==> src/design/vss_pkg.sv <==
package vss_pkg;

  localparam int NUM_SLOTS      = 14;
  localparam int MAX_SLOT_BYTES = 10;

  localparam int SLOT_W = 4;
  localparam int LEN_W  = 4;
  localparam int BYTE_W = 8;
  localparam int VER_W  = 8;

  localparam int STORE_DEPTH = NUM_SLOTS * MAX_SLOT_BYTES;
  localparam int ADDR_W      = $clog2(STORE_DEPTH + 16);

  localparam int IN_DATA_W  = 16;
  localparam int OUT_DATA_W = 16;

  typedef enum logic {
    REQ_UPDATE = 1'b0,
    REQ_CLEAR  = 1'b1
  } req_type_t;

  localparam logic [LEN_W-1:0] CAP_TABLE [NUM_SLOTS] = '{
    LEN_W'(10), LEN_W'(10), LEN_W'(10), LEN_W'(10), LEN_W'(10), LEN_W'(10),
    LEN_W'(4), LEN_W'(4), LEN_W'(4), LEN_W'(4),
    LEN_W'(4), LEN_W'(6), LEN_W'(6), LEN_W'(8)
  };

  // byte capacity of a slot, limited to the per-slot store size
  function automatic logic [LEN_W-1:0] slot_capacity(input logic [SLOT_W-1:0] slot);
    logic [LEN_W-1:0] cap;
    cap = LEN_W'(MAX_SLOT_BYTES);
    if (int'(slot) < NUM_SLOTS) begin
      if (int'(CAP_TABLE[slot]) < MAX_SLOT_BYTES) begin
        cap = CAP_TABLE[slot];
      end
    end
    return cap;
  endfunction

endpackage

==> src/design/vss_ram.sv <==
module vss_ram #(
  parameter int WIDTH = 8,
  parameter int DEPTH = 16
) (
  input  logic                     clk,
  input  logic                     wr_en,
  input  logic [$clog2(DEPTH)-1:0] wr_addr,
  input  logic [WIDTH-1:0]         wr_data,
  input  logic                     rd_en,
  input  logic [$clog2(DEPTH)-1:0] rd_addr,
  output logic [WIDTH-1:0]         rd_data
);

  logic [WIDTH-1:0] mem_r [DEPTH];

  always_ff @(posedge clk) begin
    if (wr_en) begin
      mem_r[wr_addr] <= wr_data;
    end
    if (rd_en) begin
      rd_data <= mem_r[rd_addr];
    end
  end

endmodule

==> src/design/versioned_status_slot_store_top.sv <==
// the last input byte is registered in the compare stage, its result word in the output register
// throughput: one input word per cycle unless stalled, set by the single compare-and-write stage
//   fed from the byte store read, with a one-entry bypass for back-to-back addresses
// a full output register stalls the compare stage, which then holds in_tready low
// reset (rst_n low, synchronous) zeroes all lengths, versions, position and flags;
//   the byte store is not cleared
module versioned_status_slot_store_top
  import vss_pkg::*;
(
  input  logic                  clk,
  input  logic                  rst_n,
  input  logic                  in_tvalid,
  output logic                  in_tready,
  input  logic [IN_DATA_W-1:0]  in_tdata,   // slot_index[3:0], update_length[7:4], data_byte[15:8]
  input  logic                  in_tuser,   // req_type
  input  logic                  in_tlast,   // last_byte
  output logic                  out_tvalid,
  input  logic                  out_tready,
  output logic [OUT_DATA_W-1:0] out_tdata,  // result_slot[3:0], new_version[11:4], stored_length[15:12]
  output logic                  out_tuser   // length_error
);

  logic              in_accept;
  logic [SLOT_W-1:0] in_slot;
  logic [LEN_W-1:0]  in_len;
  logic [BYTE_W-1:0] in_byte;
  logic [ADDR_W-1:0] rd_addr;

  logic [LEN_W-1:0] pos_r, pos_nxt;

  logic              s1_valid_r;
  req_type_t         s1_req_r;
  logic [SLOT_W-1:0] s1_slot_r;
  logic [LEN_W-1:0]  s1_len_r;
  logic [BYTE_W-1:0] s1_data_r;
  logic              s1_last_r;
  logic [LEN_W-1:0]  s1_pos_r;
  logic [ADDR_W-1:0] s1_addr_r;
  logic              byp_valid_r, byp_valid_nxt;
  logic [BYTE_W-1:0] byp_data_r;

  logic [LEN_W-1:0] len_r [NUM_SLOTS];
  logic [VER_W-1:0] ver_r [NUM_SLOTS];
  logic             cd_r;

  logic              out_valid_r, out_valid_nxt;
  logic [SLOT_W-1:0] out_slot_r;
  logic [VER_W-1:0]  out_ver_r;
  logic [LEN_W-1:0]  out_len_r;
  logic              out_err_r;

  logic              s1_go;
  logic [BYTE_W-1:0] ram_rdata;
  logic [BYTE_W-1:0] old_byte;
  logic              s1_in_range;
  logic [LEN_W-1:0]  s1_cap;
  logic              s1_err;
  logic [LEN_W-1:0]  old_len;
  logic [VER_W-1:0]  old_ver;
  logic              wr_cond;
  logic              wr_en;
  logic              cd_acc;
  logic              changed;
  logic              s1_result;

  assign in_slot = in_tdata[SLOT_W-1:0];
  assign in_len  = in_tdata[SLOT_W +: LEN_W];
  assign in_byte = in_tdata[SLOT_W+LEN_W +: BYTE_W];

  assign s1_go     = s1_valid_r && (!out_valid_r || out_tready);
  assign in_tready = !s1_valid_r || s1_go;
  assign in_accept = in_tvalid && in_tready;

  assign rd_addr = ADDR_W'(in_slot) * ADDR_W'(MAX_SLOT_BYTES) + ADDR_W'(pos_r);

  // byte position is shared by all slots and tracked at the input side
  always_comb begin
    pos_nxt = pos_r;
    if (in_accept) begin
      if (req_type_t'(in_tuser) == REQ_CLEAR || in_tlast) begin
        pos_nxt = '0;
      end else if (int'(in_slot) < NUM_SLOTS && pos_r != '1) begin
        pos_nxt = pos_r + LEN_W'(1);
      end
    end
  end

  always_ff @(posedge clk) begin
    if (!rst_n) begin
      pos_r <= '0;
    end else begin
      pos_r <= pos_nxt;
    end
  end

  vss_ram #(
    .WIDTH (BYTE_W),
    .DEPTH (2 ** ADDR_W)
  ) u_bytes (
    .clk     (clk),
    .wr_en   (wr_en),
    .wr_addr (s1_addr_r),
    .wr_data (s1_data_r),
    .rd_en   (in_accept),
    .rd_addr (rd_addr),
    .rd_data (ram_rdata)
  );

  // a write landing on the same edge as the read is forwarded
  assign byp_valid_nxt = wr_en && (s1_addr_r == rd_addr);

  always_ff @(posedge clk) begin
    if (!rst_n) begin
      s1_valid_r <= 1'b0;
    end else if (in_tready) begin
      s1_valid_r <= in_tvalid;
    end
  end

  always_ff @(posedge clk) begin
    if (in_accept) begin
      s1_req_r    <= req_type_t'(in_tuser);
      s1_slot_r   <= in_slot;
      s1_len_r    <= in_len;
      s1_data_r   <= in_byte;
      s1_last_r   <= in_tlast;
      s1_pos_r    <= pos_r;
      s1_addr_r   <= rd_addr;
      byp_valid_r <= byp_valid_nxt;
      byp_data_r  <= s1_data_r;
    end
  end

  assign old_byte    = byp_valid_r ? byp_data_r : ram_rdata;
  assign s1_in_range = int'(s1_slot_r) < NUM_SLOTS;
  assign s1_cap      = slot_capacity(s1_slot_r);
  assign s1_err      = s1_len_r > s1_cap;
  assign old_len     = len_r[s1_slot_r];
  assign old_ver     = ver_r[s1_slot_r];

  assign wr_cond = (s1_req_r == REQ_UPDATE) && s1_in_range && !s1_err && (s1_pos_r < s1_len_r);
  assign wr_en   = s1_go && wr_cond;
  // bytes only count as changed when the length matches the stored one
  assign cd_acc  = cd_r || (wr_cond && (s1_len_r == old_len) && (old_byte != s1_data_r));
  assign changed = cd_acc || (s1_len_r != old_len);

  assign s1_result = (s1_req_r == REQ_UPDATE) && s1_in_range && s1_last_r && (s1_err || changed);

  always_ff @(posedge clk) begin
    if (!rst_n) begin
      cd_r <= 1'b0;
      for (int i = 0; i < NUM_SLOTS; i++) begin
        len_r[i] <= '0;
        ver_r[i] <= '0;
      end
    end else if (s1_go) begin
      if (s1_req_r == REQ_CLEAR) begin
        cd_r <= 1'b0;
        for (int i = 0; i < NUM_SLOTS; i++) begin
          len_r[i] <= '0;
          ver_r[i] <= '0;
        end
      end else if (s1_last_r) begin
        cd_r <= 1'b0;
        if (s1_in_range && !s1_err) begin
          len_r[s1_slot_r] <= s1_len_r;
          if (changed) begin
            ver_r[s1_slot_r] <= old_ver + VER_W'(1);
          end
        end
      end else if (s1_in_range) begin
        cd_r <= cd_acc;
      end
    end
  end

  always_comb begin
    out_valid_nxt = out_valid_r;
    if (out_valid_r && out_tready) begin
      out_valid_nxt = 1'b0;
    end
    if (s1_go && s1_result) begin
      out_valid_nxt = 1'b1;
    end
  end

  always_ff @(posedge clk) begin
    if (!rst_n) begin
      out_valid_r <= 1'b0;
    end else begin
      out_valid_r <= out_valid_nxt;
    end
  end

  always_ff @(posedge clk) begin
    if (s1_go && s1_result) begin
      out_slot_r <= s1_slot_r;
      out_err_r  <= s1_err;
      if (s1_err) begin
        out_ver_r <= old_ver;
        out_len_r <= old_len;
      end else begin
        out_ver_r <= old_ver + VER_W'(1);
        out_len_r <= s1_len_r;
      end
    end
  end

  assign out_tvalid = out_valid_r;
  assign out_tdata  = {out_len_r, out_ver_r, out_slot_r};
  assign out_tuser  = out_err_r;

endmodule

==> config.mk <==
export PLATFORM = sky130hd
export DESIGN_NAME = versioned_status_slot_store_top
export DESIGN_NICKNAME = d
export VERILOG_FILES = /design/src/design/vss_pkg.sv /design/src/design/vss_ram.sv /design/src/design/versioned_status_slot_store_top.sv
export SDC_FILE = /design/constraint.sdc
export NUM_CORES = 2
export LEC_CHECK = 0
export BUFFER_PORTS_ARGS = -buffer_cell sky130_fd_sc_hd__clkbuf_2
export CAP_MARGIN = 20
export CELL_PAD_IN_SITES_DETAIL_PLACEMENT = 1
export CELL_PAD_IN_SITES_GLOBAL_PLACEMENT = 1
export CORE_MARGIN = 1.5
export CORE_UTILIZATION = 25
export DETAILED_ROUTE_END_ITERATION = 12
export PLACE_DENSITY = 0.49
export SLEW_MARGIN = 20
export SYNTH_ARGS = -nofsm -noshare
export SYNTH_HDL_FRONTEND = slang
export SYNTH_HIERARCHICAL = 1
export SYNTH_SLANG_ARGS = --single-unit
export TNS_END_PERCENT = 20
==> constraint.sdc <==
create_clock -name clk -period 6.11 [get_ports clk]
set_input_delay 0.611 -clock clk [delete_from_list [all_inputs] [get_ports clk]]
set_output_delay 0.611 -clock clk [all_outputs]
set_load 0.01 [all_outputs]
==> Word level (Yosys, flattened, before mapping) <==
Memory sizes are Yosys's and may differ from the RTL's. A register that Yosys moved wholly into a read port is not among the register bits.
Cells that the tools add are included.
{ "totals": {"register_bits": 63, "mem_bits_rw": 2216, "romBits": 64, "inputBits": 22, "out_inout_bits": 19, "elab_cells": 167, "memories": 4} }
{ "mem_list": {"columns": ["memory", "depth", "width", "read_ports", "rd_ports_with_merged_regs", "write_ports", "line_no", "rtl"], "rows": [
  ["u_bytes.mem_r", 256, 8, 1, 1, 1, "vss_ram.sv:14", "logic [WIDTH-1:0] mem_r [DEPTH];"],
  ["ver_r", 14, 8, 1, 1, 14, "versioned_status_slot_store_top.sv:43", "logic [VER_W-1:0] ver_r [NUM_SLOTS];"],
  ["(no name shown)", 16, 4, 1, 0, 0, "vss_pkg.sv:34", "cap = CAP_TABLE[slot];"],
  ["len_r", 14, 4, 1, 1, 14, "versioned_status_slot_store_top.sv:42", "logic [LEN_W-1:0] len_r [NUM_SLOTS];"]
]} }
{ "op_classes": {"addsub": 3, "multipliers": 1, "magnitude_cmp": 6, "eq_ne": 5, "muxes": 70, "bitwise": 30, "reduce_logical": 31} }
{ "op_table": {"columns": ["operator", "n"], "rows": [
  ["$mux W8", 17],
  ["$mux W4", 26],
  ["$or A1 B1 Y1", 28],
  ["$mux W1", 27],
  ["$logic_and A1 B1 Y1", 15],
  ["$lt A4 B4 Y1 const B", 3],
  ["$add A8 B1 Y8 const B", 1],
  ["$add A8 B4 Y8", 1],
  ["$eq A8 B8 Y1", 1],
  ["$ne A8 B8 Y1", 1],
  ["$reduce_or A8 Y1", 1],
  ["$mul A4 B3 Y7 const B", 1],
  ["$logic_or A1 B1 Y1", 6],
  ["$ge A5 B5 Y1 const B", 1],
  ["$not A4 Y5", 1],
  ["$add A4 B1 Y4 const B", 1],
  ["$eq A4 B4 Y1", 1],
  ["$gt A4 B4 Y1", 1],
  ["$lt A4 B4 Y1", 1],
  ["$ne A4 B4 Y1", 1],
  ["$ne A4 B4 Y1 const B", 1],
  ["$reduce_and A2 Y1", 2],
  ["$reduce_bool A2 Y1", 2],
  ["$reduce_or A4 Y1", 1],
  ["other kinds (3)", 5]
]} }

==> Logic depth before layout (Yosys ltp) <==
{ "logic_depth": {"word_depth": 24, "mapped_depth": 16, "depth_no_buf": 12} }

==> Hierarchy <==
Netlist, hierarchy kept.
{ "modules_own_cells": {"columns": ["mod", "instances", "cells_per_inst", "area_per_inst_um2", "seq_area_each_um2"], "rows": [
  ["vss_ram", 1, 3733, 79636.4, 61739.2],
  ["versioned_status_slot_store_top", 1, 800, 11883.9, 7637.3]
]} }

==> Worst setup path after synthesis <==
Ideal clock, no wire load.
{ "synth_path": {"path_type": "register to register", "from": "reg s1_data_r[0]", "to": "reg out_len_r[0], enable pin", "setup_ps": 417, "arrival_time_ps": 5540, "required_time_ps": 5693, "slack_ps": 153, "stages_incl_launch_ff": 7, "n_path_buf": 0, "period_less_slack_ps": 5957, "cell_sequence": "edfxtp_1 -> xor2_1 -> nand4_1 -> nor4b_1 -> o21bai_1 -> nor2_2 -> a21boi_0"} }
{ "synth_via": {"elab_chain_cells": 7} }
{ "synth_rtl": {"columns": ["element", "line_no", "rtl"], "rows": [
  ["start: declaration", "versioned_status_slot_store_top.sv:35", "logic [BYTE_W-1:0] s1_data_r;"],
  ["start signal: assignment", "versioned_status_slot_store_top.sv:125", "s1_data_r <= in_byte;"],
  ["$ne A8 B8 Y1", "versioned_status_slot_store_top.sv:144", "assign cd_acc = cd_r || (wr_cond && (s1_len_r == old_len) && (old_byte != s1_data_r));"],
  ["$logic_and A1 B1 Y1", "versioned_status_slot_store_top.sv:144", null],
  ["$logic_or A1 B1 Y1", "versioned_status_slot_store_top.sv:144", null],
  ["$logic_or A1 B1 Y1", "versioned_status_slot_store_top.sv:145", "assign changed = cd_acc || (s1_len_r != old_len);"],
  ["$logic_or A1 B1 Y1", "versioned_status_slot_store_top.sv:147", "assign s1_result = (s1_req_r == REQ_UPDATE) && s1_in_range && s1_last_r && (s1_err || changed);"],
  ["$logic_and A1 B1 Y1", "versioned_status_slot_store_top.sv:147", null],
  ["$logic_and A1 B1 Y1", "versioned_status_slot_store_top.sv:196", "if (s1_go && s1_result) begin"],
  ["end signal: assignment", "versioned_status_slot_store_top.sv:201", "out_len_r <= old_len;"],
  ["end signal: assignment", "versioned_status_slot_store_top.sv:204", "out_len_r <= s1_len_r;"],
  ["end: declaration", "versioned_status_slot_store_top.sv:49", "logic [LEN_W-1:0] out_len_r;"]
]} }
Every way passes these cells.
A chain may end at the register's enable or synchronous reset.

==> Final worst setup path <==
{ "layout_path": {"from": "reg pos_r[1]", "to": "reg u_bytes.rd_data[2], read port of u_bytes.mem_r (data pin)"} }
{ "layout_via": {"elab_chain_cells": 1} }
{ "layout_rtl": {"columns": ["element", "line_no", "rtl"], "rows": [
  ["start: declaration", "versioned_status_slot_store_top.sv:29", "logic [LEN_W-1:0] pos_r, pos_nxt;"],
  ["start signal: assignment", "versioned_status_slot_store_top.sv:92", "pos_r <= pos_nxt;"],
  ["$add A8 B4 Y8", "versioned_status_slot_store_top.sv:74", "assign rd_addr = ADDR_W'(in_slot) * ADDR_W'(MAX_SLOT_BYTES) + ADDR_W'(pos_r);"],
  ["via rd_addr[3]", "versioned_status_slot_store_top.sv:27", "logic [ADDR_W-1:0] rd_addr;"],
  ["end: declaration", "vss_ram.sv:11", "output logic [WIDTH-1:0] rd_data"]
]} }
The timed path passes the listed nets, and every way through them passes these cells.

==> results.cfg <==
[clocking]
clock_latency_ns = 0.86
cts-resized-gates = 0
cts_root_buffer = clkbuf_16
cts_sinks = 2314
path_clk_slew_ns = 0.06
htreeDepth = 5
cts_tree = built
clock_path_buffers = 4
cts_buffers = 268

[flow_run]
max-cap-violations = 0

[power]
p_comb_frac = 0.063
totalPowerFinal_mw = 35.5
ir_worst_vdd_mv = 0.184
internal_power_mw = 27.4
p_leak_nw = 32.4
p_sw_frac = 0.228
clkPwrFrac = 0.437
p_per_area_nw_per_um2 = 332
power_switching_mw = 8.09
seqPwrFrac = 0.499

[die]
die_w_um = 608
ios = 41
die_y_um = 608
die_area_um2 = 370000
rows = 221
start_util = 0.252
core_area_um2 = 363000

[setup_path]
setup.worst_path.class = reg -> reg
cp_slowest_stage_delay_ns = 0.98
crit_path_end_kind = flip-flop
cp_cell_sequence = ha_4 > fa_4 > xor2_4 > buf_4 > or3b_2 > o22ai_1 > o21ai_0 > nand3_1 > nor4_1 > buf_4 > nor4_2
startpoint_type = flip-flop
crit_path_top_delay_cell = nor4_1
path_max_fanout = 27
critPathArrivalTime_ns = 5.74
crit_top_cell = buf_4
cp.required_ns = 6.71

[final_layout]
layout_commonest_cell = edfxtp_1
design_area_um2 = 107000
utilization = 0.294
nets = 4862
layout_common_cells = edfxtp_1 (2303), mux4_2 (482), nor2_1 (401)
drive_above_1_share = 0.237
syn_to_final_growth_pct = 16.8

[sta]
fmax_mhz = 195
slew_violations = 0
setup_tns_ns = 0
slew_headroom = 0.229
tightest_slew_ns = 1.15
min_period_ns = 5.14
fin_crit_sh = 0.841
clock_skew_ns = 0.0667
finalHoldViolCount = 0
setup_violations = 0
worst_slack_ns = 0.969
rsz0062_at_grt = false

[detailed_routing]
wl_um = 273000
dr.pass1.iters = 5
drtAntennaViolNets = 0
viasPerCell = 4.73
num_vias = 46400
post_drt_wl_per_cell_um = 27.8
first_iter_violations = 4563
drc = 0

[logic_synthesis]
synth-async-reset-ratio = 0
synth_largest_area_cell = edfxtp_1
yosys-top-cells-area = edfxtp_1 (76%), mux4_2 (12%), mux2i_1 (1.8%)
ys.flop_type = edfxtp_1
synth_edf_count = 2303
ys_warn_count = 6
ys_types = 78
seq_area_frac_synth = 0.758
synth_top_area_share = 0.756
syn_inst = 4533
synth_seq_cells = 2314
syn_area_per_cell_um2 = 20.2
syn_area_um2 = 91500

[grt]
grt_use_met3 = 0.0183
grt_max_degree = 194
grt_overflow = 0
antenna_found_initial = 13
grt_pass1_wl_um = 385000
busiest_layer = met2
use_met1 = 0.208
grt_pass1_vias = 48300
use_met2 = 0.232
track_usage = 0.144

[hold_path]
hold_class = in -> reg

[place]
gp_congestion = 0.800
post-place-ws_ns = 0.595
portBuffers = 40
dp_hpwl_um = 171000
postPlaceCellArea_um2 = 98200

[status]
outcome = finished clean
-- worst paths after layout --
check             start            endpoint  slack, ns  cells after the start
max reg2reg    pos_r[1]  u_bytes/rd_data[2]       0.97                     11
max            pos_r[1]  u_bytes/rd_data[2]       0.97                     11
min reg2reg        cd_r                cd_r       0.49                      1
min          out_tready          s1_valid_r       0.18                      4
-- cell families after synthesis --
group / count (synthesis) / share of synthesized area
DFF: 2314 / 0.758
xor gates and xnor gates: 40 / 0.00428
other: 1 / 0.0000410
buffers and inverters: 303 / 0.0202
and+or+nand+nor: 737 / 0.0365
adders and majority gates: 17 / 0.00249
AOI/OAI and AO/OA: 439 / 0.0334
muxes: 682 / 0.145
-- cells in the mapped netlist (all sizes together) (7+ instances only) --
| cell | number |
|---|---|
| a22o | 10 |
| xnor2 | 25 |
| o22ai | 29 |
| a21oi | 102 |
| nor2 | 409 |
| nor3 | 67 |
| clkbuf | 133 |
| a22oi | 136 |
| nand3 | 42 |
| mux2i | 169 |
| mux4 | 507 |
| nor4 | 27 |
| o221ai | 47 |
| a211oi | 17 |
| buf | 156 |
| and3 | 7 |
| edfxtp | 2303 |
| o21ai | 39 |
| xor2 | 15 |
| dfxtp | 11 |
| nand4 | 15 |
| nand2 | 76 |
| and2 | 7 |
| inv | 9 |
| ha | 15 |
| nand2b | 12 |
| a221oi | 14 |
| o211ai | 10 |
| nor2b | 37 |
| nor3b | 17 |
-- through the flow --
step | cells | hold slack [ns]
5_1_grt | 9812 | 0.151
4_1_cts | 9808 | 0.109
6_report | 9817 | 0.178
3_3_place_gp | 9325 | 0.485
3_5_place_dp | 9328 | 0.485
2_1_floorplan | 4556 | 0.421
-- routing by layer --
layer | vias to the layer above | part of all wire
li1 | 19300 | -
met1 | 25600 | 0.46
met2 | 1221 | 0.47
met3 | 310 | 0.044
met4 | 0 | 0.020
met5 | - | 0
-- worst max-delay path: cells and delay by family (launching register included) --
family	cells	cell delay [ns]
simple gates	4	1.72
buf+inv	2	0.82
fa+ha+maj	2	0.69
xor+xnor	1	0.69
compound gates	2	0.53
flops	1	0.41
-- area by class of cell --
class / count / area, µm²
antenna: 5 / 12.5
clock buffer: 327 / 7080
clock inverter: 138 / 1300
fill: 37000 / 256000
inverter: 14 / 52.6
multi-input combinational: 1939 / 20600
sequential: 2314 / 69400
tap: 4794 / 6000
timing repair buffer: 286 / 2460
-- what timing repair did --
| item | 4_1_cts | 5_1_grt |
|---|---|---|
| hold buffers | 15 | 0 |
| hold endpoints to repair | 15 | 0 |
| setup buffers | 0 | 0 |
-- registers in the layout, indices dropped and copies added, names as in the netlist, 4 cells and up, named ones only --
name / count
s1_len_r: 4
s1_pos_r: 4
len_r: 64
s1_slot_r: 4
out_ver_r: 8
byp_data_r: 8
s1_addr_r: 7
s1_data_r: 8
pos_r: 4
out_len_r: 4
out_slot_r: 4
ver_r: 128
u_bytes/rd_data: 8
u_bytes/mem_r: 2048
-- power by group through the flow --
stage	Sequential [mW]	Clock, mW	Combinational, mW
2_1_floorplan	18.1	0	1.18
3_3_place_gp	18.0	0	2.22
3_5_place_dp	18.0	0	2.26
4_1_cts	17.7	15.9	2.27
5_1_grt	17.7	16.4	2.37
6_report	17.7	15.5	2.25
Note: power is estimated with default switching activity, not from simulation.
